`config.mk`:
```
export PLATFORM = sky130hd
export DESIGN_NAME = cnf_text_tokenizer_unit
export DESIGN_NICKNAME = d
export VERILOG_FILES = /design/src/design/cnf_tok_pkg.sv /design/src/design/cnf_tok_core.sv /design/src/design/cnf_tok_fifo.sv /design/src/design/cnf_text_tokenizer_unit.sv
export SDC_FILE = /design/constraint.sdc
export NUM_CORES = 2
export LEC_CHECK = 0
export BUFFER_PORTS_ARGS = -buffer_cell sky130_fd_sc_hd__buf_4
export CORE_MARGIN = 2
export CORE_UTILIZATION = 28
export DETAILED_ROUTE_END_ITERATION = 10
export HOLD_SLACK_MARGIN = 0.05
export PLACE_DENSITY_LB_ADDON = 0.05
export SLEW_MARGIN = 20
export SYNTH_ARGS = -nofsm -noshare
export SYNTH_HDL_FRONTEND = slang
export SYNTH_SLANG_ARGS = --single-unit
```
`constraint.sdc`:
```
create_clock -name i_clk -period 37.2 [get_ports i_clk]
set_input_delay 1.86 -clock i_clk [delete_from_list [all_inputs] [get_ports i_clk]]
set_output_delay 1.86 -clock i_clk [all_outputs]
set_load 0.01 [all_outputs]
```
`src/design/cnf_tok_pkg.sv`:
```
// shared types and codes for the cnf text tokenizer
`default_nettype none
package cnf_tok_pkg;

    localparam logic [1:0] KIND_LITERAL    = 2'd0;
    localparam logic [1:0] KIND_CLAUSE_END = 2'd1;
    localparam logic [1:0] KIND_SUMMARY    = 2'd2;
    localparam logic [1:0] KIND_ERROR      = 2'd3;

    localparam logic [2:0] ERR_NONE            = 3'd0;
    localparam logic [2:0] ERR_BAD_CHAR        = 3'd0;
    localparam logic [2:0] ERR_BAD_FIELD       = 3'd1;
    localparam logic [2:0] ERR_OVERFLOW        = 3'd2;
    localparam logic [2:0] ERR_NOT_CNF         = 3'd3;
    localparam logic [2:0] ERR_DUP_HEADER      = 3'd4;
    localparam logic [2:0] ERR_OPEN_CLAUSE     = 3'd5;
    localparam logic [2:0] ERR_VAR_MISMATCH    = 3'd6;
    localparam logic [2:0] ERR_CLAUSE_MISMATCH = 3'd7;

    typedef struct packed {
        logic [1:0]  kind;
        logic [31:0] literal;
        logic [30:0] var_total;
        logic [31:0] clause_total;
        logic [2:0]  error_code;
        logic        last;
    } t_result;

    typedef struct packed {
        logic [1:0]          count;
        t_result [1:0]       res;
    } t_step;

endpackage
`default_nettype wire

```
`src/design/cnf_tok_core.sv`:
```
// parse state and per-byte step logic of the cnf text tokenizer
`default_nettype none
module cnf_tok_core (
    input  wire                  i_clk,
    input  wire                  i_rst_n,
    input  wire                  i_fire,
    input  wire  [7:0]           i_byte,
    output cnf_tok_pkg::t_step   o_step
);

    typedef enum logic [3:0] {
        M_TOP, M_COMMENT, M_P_WS, M_WORD, M_HV_WS, M_HV_FIRST, M_HV_DIGITS,
        M_HC_WS, M_HC_FIRST, M_HC_DIGITS, M_LIT_FIRST, M_LIT_DIGITS
    } t_mode;

    typedef struct packed {
        t_mode       mode;
        logic [2:0]  word_match;
        logic [30:0] magnitude;
        logic        negative;
        logic        clause_open;
        logic [30:0] max_var;
        logic [31:0] clause_counter;
        logic [31:0] header_vars;
        logic [31:0] header_clauses;
        logic        halted;
    } t_parse_state;

    localparam logic [7:0]  CH_NUL   = 8'h00;
    localparam logic [7:0]  CH_NL    = 8'h0A;
    localparam logic [7:0]  CH_C     = 8'h63;
    localparam logic [7:0]  CH_N     = 8'h6E;
    localparam logic [7:0]  CH_F     = 8'h66;
    localparam logic [7:0]  CH_P     = 8'h70;
    localparam logic [7:0]  CH_MINUS = 8'h2D;
    localparam logic [34:0] MAG_MAX  = 35'h07FFFFFFF;
    localparam logic [31:0] HDR_OFF  = 32'hFFFFFFFF;
    localparam logic [2:0]  WM_DONE  = 3'd3;
    localparam logic [2:0]  WM_BAD   = 3'd4;

    function automatic logic is_space(input logic [7:0] b);
        return (b == 8'd32) || (b >= 8'd9 && b <= 8'd13);
    endfunction

    function automatic logic is_digit(input logic [7:0] b);
        return b >= 8'h30 && b <= 8'h39;
    endfunction

    function automatic logic is_alpha(input logic [7:0] b);
        return (b >= 8'h61 && b <= 8'h7A) || (b >= 8'h41 && b <= 8'h5A);
    endfunction

    function automatic logic [7:0] cnf_char(input logic [2:0] idx);
        logic [7:0] c;
        case (idx)
            3'd0:    c = CH_C;
            3'd1:    c = CH_N;
            default: c = CH_F;
        endcase
        return c;
    endfunction

    function automatic cnf_tok_pkg::t_result make_res(input t_parse_state s,
                                                      input logic [1:0] kind,
                                                      input logic [31:0] lit,
                                                      input logic [2:0] err);
        cnf_tok_pkg::t_result r;
        r.kind         = kind;
        r.literal      = lit;
        r.var_total    = s.max_var;
        r.clause_total = s.clause_counter;
        r.error_code   = err;
        r.last         = 1'b0;
        return r;
    endfunction

    function automatic cnf_tok_pkg::t_result finish_res(input t_parse_state s);
        cnf_tok_pkg::t_result r;
        if (s.clause_open) begin
            r = make_res(s, cnf_tok_pkg::KIND_ERROR, 32'd0,
                         cnf_tok_pkg::ERR_OPEN_CLAUSE);
        end else if (s.header_vars != HDR_OFF && s.header_vars != {1'b0, s.max_var}) begin
            r = make_res(s, cnf_tok_pkg::KIND_ERROR, 32'd0,
                         cnf_tok_pkg::ERR_VAR_MISMATCH);
        end else if (s.header_clauses != HDR_OFF && s.header_clauses != s.clause_counter) begin
            r = make_res(s, cnf_tok_pkg::KIND_ERROR, 32'd0,
                         cnf_tok_pkg::ERR_CLAUSE_MISMATCH);
        end else begin
            r = make_res(s, cnf_tok_pkg::KIND_SUMMARY, 32'd0, cnf_tok_pkg::ERR_NONE);
        end
        return r;
    endfunction

    t_parse_state r_state;
    t_parse_state n_state;
    cnf_tok_pkg::t_result res [2];
    logic [1:0]   cnt;

    always_comb begin
        t_parse_state s;
        logic         go;
        logic [7:0]   b;
        logic [3:0]   dig;
        logic [34:0]  v;
        logic [31:0]  numval;
        s      = r_state;
        go     = 1'b1;
        cnt    = 2'd0;
        res[0] = '0;
        res[1] = '0;
        b      = i_byte;
        dig    = i_byte[3:0];
        v      = '0;
        numval = '0;
        for (int k = 0; k < 2; k++) begin
            if (go && !s.halted) begin
                go     = 1'b0;
                numval = s.negative ? (32'd0 - {1'b0, s.magnitude}) : {1'b0, s.magnitude};
                v      = ({4'd0, s.magnitude} << 3) + ({4'd0, s.magnitude} << 1)
                         + {31'd0, dig};
                unique case (s.mode) inside
                    M_TOP: begin
                        if (b == CH_NUL) begin
                            res[cnt[0]] = finish_res(s);
                            cnt = cnt + 2'd1;
                            s.halted = 1'b1;
                        end else if (is_space(b)) begin
                        end else if (b == CH_C) begin
                            s.mode = M_COMMENT;
                        end else if (b == CH_P) begin
                            s.mode = M_P_WS;
                        end else if (is_digit(b) || b == CH_MINUS) begin
                            if (b == CH_MINUS) begin
                                s.negative  = 1'b1;
                                s.magnitude = '0;
                                s.mode      = M_LIT_FIRST;
                            end else begin
                                s.negative  = 1'b0;
                                s.magnitude = {27'd0, dig};
                                s.mode      = M_LIT_DIGITS;
                            end
                        end else begin
                            res[cnt[0]] = make_res(s, cnf_tok_pkg::KIND_ERROR, 32'd0,
                                                   cnf_tok_pkg::ERR_BAD_CHAR);
                            cnt = cnt + 2'd1;
                            s.halted = 1'b1;
                        end
                    end
                    M_COMMENT: begin
                        if (b == CH_NUL) begin
                            res[cnt[0]] = finish_res(s);
                            cnt = cnt + 2'd1;
                            s.halted = 1'b1;
                        end else if (b == CH_NL) begin
                            s.mode = M_TOP;
                        end
                    end
                    M_P_WS: begin
                        if (is_space(b)) begin
                        end else if (is_alpha(b)) begin
                            s.word_match = (b == CH_C) ? 3'd1 : WM_BAD;
                            s.mode       = M_WORD;
                        end else begin
                            res[cnt[0]] = make_res(s, cnf_tok_pkg::KIND_ERROR, 32'd0,
                                                   cnf_tok_pkg::ERR_BAD_FIELD);
                            cnt = cnt + 2'd1;
                            s.halted = 1'b1;
                        end
                    end
                    M_WORD: begin
                        if (is_alpha(b)) begin
                            if (s.word_match < WM_DONE && b == cnf_char(s.word_match)) begin
                                s.word_match = s.word_match + 3'd1;
                            end else begin
                                s.word_match = WM_BAD;
                            end
                        end else if (s.word_match != WM_DONE) begin
                            res[cnt[0]] = make_res(s, cnf_tok_pkg::KIND_ERROR, 32'd0,
                                                   cnf_tok_pkg::ERR_NOT_CNF);
                            cnt = cnt + 2'd1;
                            s.halted = 1'b1;
                        end else if (s.header_vars != HDR_OFF || s.header_clauses != HDR_OFF) begin
                            res[cnt[0]] = make_res(s, cnf_tok_pkg::KIND_ERROR, 32'd0,
                                                   cnf_tok_pkg::ERR_DUP_HEADER);
                            cnt = cnt + 2'd1;
                            s.halted = 1'b1;
                        end else begin
                            s.mode = M_HV_WS;
                            go     = 1'b1;
                        end
                    end
                    M_HV_WS, M_HC_WS: begin
                        if (is_space(b)) begin
                        end else if (is_digit(b) || b == CH_MINUS) begin
                            if (b == CH_MINUS) begin
                                s.negative  = 1'b1;
                                s.magnitude = '0;
                                s.mode      = (s.mode == M_HV_WS) ? M_HV_FIRST : M_HC_FIRST;
                            end else begin
                                s.negative  = 1'b0;
                                s.magnitude = {27'd0, dig};
                                s.mode      = (s.mode == M_HV_WS) ? M_HV_DIGITS : M_HC_DIGITS;
                            end
                        end else begin
                            res[cnt[0]] = make_res(s, cnf_tok_pkg::KIND_ERROR, 32'd0,
                                                   cnf_tok_pkg::ERR_BAD_FIELD);
                            cnt = cnt + 2'd1;
                            s.halted = 1'b1;
                        end
                    end
                    M_HV_FIRST, M_HC_FIRST, M_LIT_FIRST: begin
                        if (!is_digit(b)) begin
                            res[cnt[0]] = make_res(s, cnf_tok_pkg::KIND_ERROR, 32'd0,
                                                   cnf_tok_pkg::ERR_BAD_FIELD);
                            cnt = cnt + 2'd1;
                            s.halted = 1'b1;
                        end else begin
                            s.magnitude = {27'd0, dig};
                            if (s.mode == M_HV_FIRST) begin
                                s.mode = M_HV_DIGITS;
                            end else if (s.mode == M_HC_FIRST) begin
                                s.mode = M_HC_DIGITS;
                            end else begin
                                s.mode = M_LIT_DIGITS;
                            end
                        end
                    end
                    M_HV_DIGITS, M_HC_DIGITS, M_LIT_DIGITS: begin
                        if (is_digit(b)) begin
                            if (v > MAG_MAX) begin
                                res[cnt[0]] = make_res(s, cnf_tok_pkg::KIND_ERROR, 32'd0,
                                                       cnf_tok_pkg::ERR_OVERFLOW);
                                cnt = cnt + 2'd1;
                                s.halted = 1'b1;
                            end else begin
                                s.magnitude = v[30:0];
                            end
                        end else if (s.mode == M_HV_DIGITS) begin
                            s.header_vars = numval;
                            s.mode        = M_HC_WS;
                            go            = 1'b1;
                        end else if (s.mode == M_HC_DIGITS) begin
                            s.header_clauses = numval;
                            s.mode           = M_TOP;
                            go               = 1'b1;
                        end else begin
                            if (s.magnitude == '0) begin
                                s.clause_counter = s.clause_counter + 32'd1;
                                s.clause_open    = 1'b0;
                                res[cnt[0]] = make_res(s, cnf_tok_pkg::KIND_CLAUSE_END, 32'd0,
                                                       cnf_tok_pkg::ERR_NONE);
                            end else begin
                                if (s.magnitude > s.max_var) begin
                                    s.max_var = s.magnitude;
                                end
                                s.clause_open = 1'b1;
                                res[cnt[0]] = make_res(s, cnf_tok_pkg::KIND_LITERAL, numval,
                                                       cnf_tok_pkg::ERR_NONE);
                            end
                            cnt    = cnt + 2'd1;
                            s.mode = M_TOP;
                            go     = 1'b1;
                        end
                    end
                    default: begin
                        s.mode = M_TOP;
                        go     = 1'b1;
                    end
                endcase
            end
        end
        if (cnt != 2'd0) begin
            res[1'(cnt - 2'd1)].last = 1'b1;
        end
        n_state = s;
    end

    always_ff @(posedge i_clk) begin
        if (!i_rst_n) begin
            r_state.mode           <= M_TOP;
            r_state.word_match     <= '0;
            r_state.magnitude      <= '0;
            r_state.negative       <= 1'b0;
            r_state.clause_open    <= 1'b0;
            r_state.max_var        <= '0;
            r_state.clause_counter <= '0;
            r_state.header_vars    <= HDR_OFF;
            r_state.header_clauses <= HDR_OFF;
            r_state.halted         <= 1'b0;
        end else if (i_fire) begin
            r_state <= n_state;
        end
    end

    assign o_step.count  = cnt;
    assign o_step.res[0] = res[0];
    assign o_step.res[1] = res[1];

    a_two_results_first_is_token: assert property (@(posedge i_clk) disable iff (!i_rst_n)
        (i_fire && o_step.count == 2'd2) |->
        (o_step.res[0].kind == cnf_tok_pkg::KIND_LITERAL ||
         o_step.res[0].kind == cnf_tok_pkg::KIND_CLAUSE_END))
        else $error("two results but first is not a token");

    a_final_halts: assert property (@(posedge i_clk) disable iff (!i_rst_n)
        (i_fire && o_step.count != 2'd0 &&
         (o_step.res[1'(o_step.count - 2'd1)].kind == cnf_tok_pkg::KIND_ERROR ||
          o_step.res[1'(o_step.count - 2'd1)].kind == cnf_tok_pkg::KIND_SUMMARY))
        |=> r_state.halted)
        else $error("summary or error did not halt the parser");

endmodule
`default_nettype wire

```
`src/design/cnf_tok_fifo.sv`:
```
// result queue taking up to two results per cycle, one out per transaction
`default_nettype none
module cnf_tok_fifo #(
    parameter int DEPTH = 4
) (
    input  wire                   i_clk,
    input  wire                   i_rst_n,
    input  cnf_tok_pkg::t_step    i_push,
    input  wire                   i_pop,
    output logic                  o_valid,
    output cnf_tok_pkg::t_result  o_data,
    output logic                  o_room2
);

    localparam int PW = (DEPTH > 1) ? $clog2(DEPTH) : 1;
    localparam int CW = $clog2(DEPTH + 1);

    function automatic logic [PW-1:0] next_ptr(input logic [PW-1:0] p);
        return (p == PW'(DEPTH - 1)) ? '0 : p + 1'b1;
    endfunction

    cnf_tok_pkg::t_result r_mem [DEPTH];
    logic [PW-1:0] r_wptr;
    logic [PW-1:0] r_rptr;
    logic [CW-1:0] r_count;
    logic          pop;

    assign pop     = i_pop && (r_count != '0);
    assign o_valid = (r_count != '0);
    assign o_data  = r_mem[r_rptr];
    assign o_room2 = (r_count <= CW'(DEPTH - 2));

    always_ff @(posedge i_clk) begin
        if (i_push.count != 2'd0) begin
            r_mem[r_wptr] <= i_push.res[0];
        end
        if (i_push.count == 2'd2) begin
            r_mem[next_ptr(r_wptr)] <= i_push.res[1];
        end
    end

    always_ff @(posedge i_clk) begin
        if (!i_rst_n) begin
            r_wptr  <= '0;
            r_rptr  <= '0;
            r_count <= '0;
        end else begin
            if (i_push.count == 2'd1) begin
                r_wptr <= next_ptr(r_wptr);
            end else if (i_push.count == 2'd2) begin
                r_wptr <= next_ptr(next_ptr(r_wptr));
            end
            if (pop) begin
                r_rptr <= next_ptr(r_rptr);
            end
            r_count <= r_count + CW'(i_push.count) - CW'(pop);
        end
    end

    a_count_bound: assert property (@(posedge i_clk) disable iff (!i_rst_n)
        r_count <= CW'(DEPTH))
        else $error("result queue count beyond depth");

    a_no_overflow: assert property (@(posedge i_clk) disable iff (!i_rst_n)
        (i_push.count != 2'd0) |->
        (int'(r_count) + int'(i_push.count) - int'(pop) <= DEPTH))
        else $error("result queue overflow");

endmodule
`default_nettype wire

```
`src/design/cnf_text_tokenizer_unit.sv`:
```
// top level of the cnf text tokenizer: input register, parser step, result queue
// path: an accepted byte is held in the input register, parsed when the result
//   queue has room for two results, and its results are then written to the queue
// throughput: one byte per cycle while the result queue has room for two; a byte
//   that gives two results holds the output for two transactions
// reset: synchronous active low; clears parser state, input valid flag and queue
`default_nettype none
module cnf_text_tokenizer_unit #(
    parameter int DEPTH = 4
) (
    input  wire           i_clk,
    input  wire           i_rst_n,
    input  wire           i_s_axis_tvalid,
    output logic          o_s_axis_tready,
    input  wire  [7:0]    i_s_axis_tdata,   // text_byte[7:0]
    output logic          o_m_axis_tvalid,
    input  wire           i_m_axis_tready,
    output logic [103:0]  o_m_axis_tdata,   // literal[31:0], var_total[62:32],
                                            // clause_total[94:63], error_code[97:95]
    output logic [1:0]    o_m_axis_tuser,   // kind[1:0]
    output logic          o_m_axis_tlast
);

    logic                 r_in_valid;
    logic [7:0]           r_in_byte;
    logic                 fire;
    logic                 room2;
    cnf_tok_pkg::t_step   step;
    cnf_tok_pkg::t_step   push;
    cnf_tok_pkg::t_result head;

    assign fire            = r_in_valid && room2;
    assign o_s_axis_tready = !r_in_valid || fire;

    always_ff @(posedge i_clk) begin
        if (!i_rst_n) begin
            r_in_valid <= 1'b0;
        end else if (o_s_axis_tready) begin
            r_in_valid <= i_s_axis_tvalid;
        end
    end

    always_ff @(posedge i_clk) begin
        if (o_s_axis_tready && i_s_axis_tvalid) begin
            r_in_byte <= i_s_axis_tdata;
        end
    end

    cnf_tok_core u_core (
        .i_clk   (i_clk),
        .i_rst_n (i_rst_n),
        .i_fire  (fire),
        .i_byte  (r_in_byte),
        .o_step  (step)
    );

    always_comb begin
        push = step;
        if (!fire) begin
            push.count = 2'd0;
        end
    end

    cnf_tok_fifo #(
        .DEPTH (DEPTH)
    ) u_fifo (
        .i_clk   (i_clk),
        .i_rst_n (i_rst_n),
        .i_push  (push),
        .i_pop   (i_m_axis_tready),
        .o_valid (o_m_axis_tvalid),
        .o_data  (head),
        .o_room2 (room2)
    );

    assign o_m_axis_tdata = {6'd0, head.error_code, head.clause_total, head.var_total,
                             head.literal};
    assign o_m_axis_tuser = head.kind;
    assign o_m_axis_tlast = head.last;

endmodule
`default_nettype wire
```
**Word level (Yosys, flattened, before mapping)**

Memories as Yosys holds them, arrays and structs flattened. A register that Yosys moved wholly into a read port is not among the register bits.
Cells that the tools add are included.

- Memories: 1
- Bits in latches: 0
- Bits in writable memories: 404
- Word-level logic and storage cells: 414
- Register bits after elaboration: 184
- Bits of input ports: 12
- ROM bits: 0

Memories:

| name | words | width | read ports | clocked after memory_dff | write ports | RTL line | source |
|---|---|---|---|---|---|---|---|
| u_fifo.r_mem | 4 | 101 | 1 | 1 | 2 | cnf_tok_fifo.sv:22 | `cnf_tok_pkg::t_result r_mem [DEPTH];` |

- Order comparisons: 19
- Eq/ne operators: 46
- Mux-type cells: 272
- Reduce and logical (&&, ||, !) cells: 42
- $mul: 0
- Bitwise logic cells: 2
- Divide/modulo/power cells: 0
- Shift operators: 0
- Add/subtract/negate cells: 17

Operators with widths:

| operator | number |
|---|---|
| $mux 202 | 21 |
| $mux 101 | 29 |
| $bwmux 202 | 10 |
| $pmux 202 s7 | 1 |
| $pmux 101 s7 | 1 |
| $mux 32 | 22 |
| $mux 128 | 4 |
| $mux 31 | 16 |
| $mux 168 | 2 |
| $mux 100 | 3 |
| $mux 64 | 4 |
| $pmux 31 s4 | 2 |
| $demux 101 s1 | 2 |
| $mux 4 | 36 |
| $ne 32x32->1 const B | 4 |
| $mux 2 | 37 |
| $add 34x32->35 | 2 |
| $add 35x4->35 | 2 |
| $gt 35x31->1 const B | 2 |
| $add 32x1->32 const B | 2 |
| $ne 32x31->1 | 2 |
| $ne 32x32->1 | 2 |
| $sub 1x31->32 const A | 2 |
| $gt 31x31->1 | 2 |
| 52 further kinds | 188 |

**Logic depth before layout (Yosys ltp)**

- Depth in word-level cells: 29
- Gate-level depth with buffers: 43
- Mapped depth without buffers: 40

**Cells and area by module**

Synthesis repeated with hierarchy kept, for this count alone.

- Cells, all modules: 4332
- Area, all modules: 42918.7 µm²

Modules (own cells, without submodules):

| module | instances | seq. area each (µm²) | area each (µm²) | cells each |
|---|---|---|---|---|
| cnf_tok_core | 1 | 3363.2 | 22385.2 | 3263 |
| cnf_tok_fifo | 1 | 12311.8 | 20164.3 | 1046 |
| cnf_text_tokenizer_unit | 1 | 260.2 | 369.1 | 23 |

**Least setup slack after synthesis**

OpenSTA, ideal clock, no wires.

- Kind: register to register
- Start point: register u_core.r_state[130] in the netlist's numbering
- End point: memory u_fifo.r_mem[1][0] in the netlist's numbering (enable)
- Setup slack: 21.715 ns
- Arrival: 14.785 ns
- Cell stages (with the launch flop): 38
- Clock period less this slack: 15.485 ns
- Data required time: 36.500 ns
- Path through: dfxtp_1 -> clkbuf_1 -> inv_1 -> fa_1 -> inv_1 -> ha_1 -> a211oi_1 -> o21ai_0 -> and3_1 -> o2111a_1 -> a211oi_1 -> a211oi_4 -> nand4_2 -> clkbuf_1 -> nor3_1 -> nor3_1 -> inv_1 -> fa_1 -> (+2 left out) -> a21o_1 -> a21o_1 -> a21oi_1 -> o21ai_0 -> a21oi_1 -> o31ai_1 -> a31oi_1 -> nor2b_1 -> or4_1 -> a31oi_1 -> inv_1 -> ha_1 -> a21oi_1 -> o221ai_1 -> a21oi_1 -> nand2b_1 -> ha_1 -> o21ai_0

RTL lines:

| element | RTL line | source |
|---|---|---|
| start: declaration | cnf_tok_core.sv:94 | `t_parse_state r_state;` |
| start signal: assignment | cnf_tok_core.sv:291 | `r_state <= n_state;` |
| end: declaration | cnf_tok_fifo.sv:22 |  |

==> flow_summary.yaml <==
timing:
  finalCritPeriodShare_pct: 36.18
  min_period_ns: 13.46
  setup_viol: 0
  slew-limit-headroom_pct: 18.23
  hold_viol: 0
  fmax_mhz: 74.30
  fin_setup_tns_ns: 0
  maxSlewViolCount: 0
  worst_pin_slew_ns: 1.218
  rsz0062_at_grt: "no"
  fin_ws_ns: 23.74
  skew_ns: 0.04591
job:
  maxCapViolCount: 0
setup_path:
  slowest_delay_ns: 0.78
  r2r_cells: 38
  r2r_setup_slack_ns: 23.74
  crit_arrival_ns: 13.76
  cpMostUsedCell: "inv_1"
  worst-path-stages: 38
  r2r_end: "u_fifo.r_mem[3][46]"
  cp_top_family: "compound AO/OA/AOI/OAI gates"
  worst-setup-path-type: "flip-flop to flip-flop"
  critPathLaunchType: "flip-flop"
  r2r_start: "u_core.r_state[130]"
  worstPathMaxFanout: 52
  worst-path-buf-inv: 7
  crit_start: "u_core.r_state[130]"
  crit_required_ns: 37.51
  cpMaxStageDelayCell: "buf_4"
  endpoint_kind: "flip-flop"
global_route:
  first_global_vias: 35608
  antenna_found_initial: 3
  grtUsageTotal_pct: 25.06
  grt_max_degree: 76
  gr-total-overflow: 0
  grt_pass1_wl_um: 275100
floorplanning:
  dieWidth_um: 388.1
  io_pins: 121
  rows: 140
  core_area_um2: 146100
  fp.dieArea_um2: 150600
  start_util_pct: 28.28
  die_h_um: 388.1
yosys:
  seq_area_frac_synth_pct: 38.57
  synthTopCellsByArea: "edfxtp_1 (30%), dfxtp_1 (8.6%), ha_1 (6.6%)"
  synth_ff_type: "edfxtp_1"
  async_flop_share_pct: 0
  synth_edf_count: 412
  yosys.area.top_type_share_pct: 29.95
  ys_types: 106
  yosys_warnings: 0
  netlist_instances: 4563
  synth-seq-cells: 590
  syn_avg_cell_area_um2: 9.054
  yosysTopAreaCell: "edfxtp_1"
  syn_area_um2: 41310
clocking:
  numCtsBuffers: 79
  cts_sinks: 590
  clkSlewWorstSetupHoldPaths_ns: 0.05
  cts-root-buf: "clkbuf_16"
  ctsHoldBuffers: 0
  post-cts-setup-buffer-count: 0
  cts_resized: 0
  clock_latency_ns: 0.72
  cts_max_level: 3
  cts_tree: "built"
  cts_buffer_depth: 3
detailed_routing:
  drtIter0Drc: 3417
  routedWlPerCell_um: 29.56
  viasPerCell: 5.674
  routed_wl_um: 192800
  vias: 37012
  dr.pass1.iters: 5
  drcViolationCount: 0
  drtAntennaViolNets: 0
placement:
  dp.cells: 6374
  placed_area_um2: 44420
  dpl.hpwl_um: 140500
  dp_slack_ns: 23.90
  gp_congestion: 0.9059
  port_buffers: 114
pwr:
  powerDensity_nw_per_um2: 48.88
  power_leakage_nw: 18.64
  ir_drop_v: 0.00003464
  power.total_mw: 2.300
final_layout:
  num-fill-cells: 15299
  fin_area_um2: 47050
  final_cells: 6523
  areaGrowthSynthToFinish_pct: 13.89
  fin_nets: 4773
  drive_gt1_share_pct: 12.39
status:
  status: "finished clean"
min_path:
  hold_path_class: "flip-flop to flip-flop"
  holdCritStartpoint: "u_fifo.r_rptr[1]"
  whs_path_depth: 2
## sequential cells by signal (all words and copies together), names as in the netlist, named ones only
name,count
r_in_valid,1
r_in_byte,8
u_fifo.r_wptr,2
u_core.r_state,168
u_fifo.r_mem,404
u_fifo.r_count,3
u_fifo.r_rptr,2
## layout by cell type, fill, tap and decap left out, types with 45 or more instances in the layout
cell type  netlist  routed
nor2_1         549     544
a21oi_1        480     471
edfxtp_1       412     412
nand2_1        413     406
buf_4           12     249
o21ai_0        233     227
ha_1           218     218
dfxtp_1        178     176
xnor2_1        153     151
inv_1          106     106
nand3_1        104     104
nor3_1         103     102
mux4_2         101     101
nand4_1         88      88
o211ai_1        86      86
clkbuf_16        0      79
xor2_1          68      65
and3_1          48      48
a21o_1          47      47
nor2b_1         46      46
mux2i_1         45      45
## through the flow
step           util (%)  hold slack (ns)
2_1_floorplan         -           0.4666
3_3_place_gp      30.38           0.4769
3_5_place_dp      30.40           0.4812
4_1_cts           32.19           0.4890
5_1_grt           32.20           0.5065
6_report          32.21           0.4895
## metal layers
layer,share of wire (%),global-route usage [%],vias to the layer above
li1,-,-,16917
met2,46,40.20,1237
met5,0,0,-
met1,44,33.93,18536
met3,5.2,3.245,322
met4,4.4,10.43,0
## synth_stat cells, types with 40 or more instances
cell type and count:
and2_1 45, mux4_2 101, o211a_1 42, dfxtp_1 178, edfxtp_1 412, and3_1 48, ha_1 218, a22o_1 40
xor2_1 68, nor4_1 42, inv_1 106, xnor2_1 153, nor2_1 549, o211ai_1 86, nand2_1 413, mux2i_1 45
nor3_1 103, nand4_1 88, a21oi_1 480, clkbuf_1 283, nand3_1 104, a21o_1 47, or3_1 41, a31oi_1 42
nor2b_1 46, o21ai_0 233
## cell families after synthesis
kind of cell | Yosys count | synth area share (%)
adders and majority gates | 223 | 6.845
other | 1 | 0.009077
xor gates and xnor gates | 223 | 4.791
and+or+nand+nor | 1603 | 18.41
buffers and inverters | 470 | 4.516
DFF | 590 | 38.57
AOI/OAI and AO/OA | 1300 | 20.04
muxes | 153 | 6.814
## tightest hold or removal path: stages (launching register included)
cell	delay, ns
dfxtp_1	0.31
nand2_1	0.05
a21boi_0	0.08
## worst max path at each step
stage,slack (ns),to
after floorplan,21.71,u_fifo.r_mem[1][0]
after global placement,24.08,u_fifo.r_mem[3][48]
after detailed placement,23.90,u_fifo.r_mem[3][50]
after CTS,23.85,u_fifo.r_mem[3][46]
after global routing,23.15,u_fifo.r_mem[3][46]
final,23.74,u_fifo.r_mem[3][46]
## final cells by class
| cell class | instances | area (µm²) | area share (%) |
|---|---|---|---|
| multi-input cells | 3508 | 23800 | 50.58 |
| flip-flops and latches | 590 | 15940 | 33.88 |
| well taps | 1917 | 2399 | 5.098 |
| clock buffers | 99 | 2082 | 4.425 |
| repair buffers | 251 | 1886 | 4.008 |
| clock inverters | 45 | 526.8 | 1.120 |
| inverters | 108 | 405.4 | 0.8616 |
| diodes | 5 | 12.51 | 0.02659 |
## report_power, final
group | switching (mW) | internal [mW]
registers | 0.0577 | 0.754
logic | 0.453 | 0.257
clock network | 0.334 | 0.445
total | 0.844 | 1.46
No activity file was read; power rests on OpenSTA's default activity.
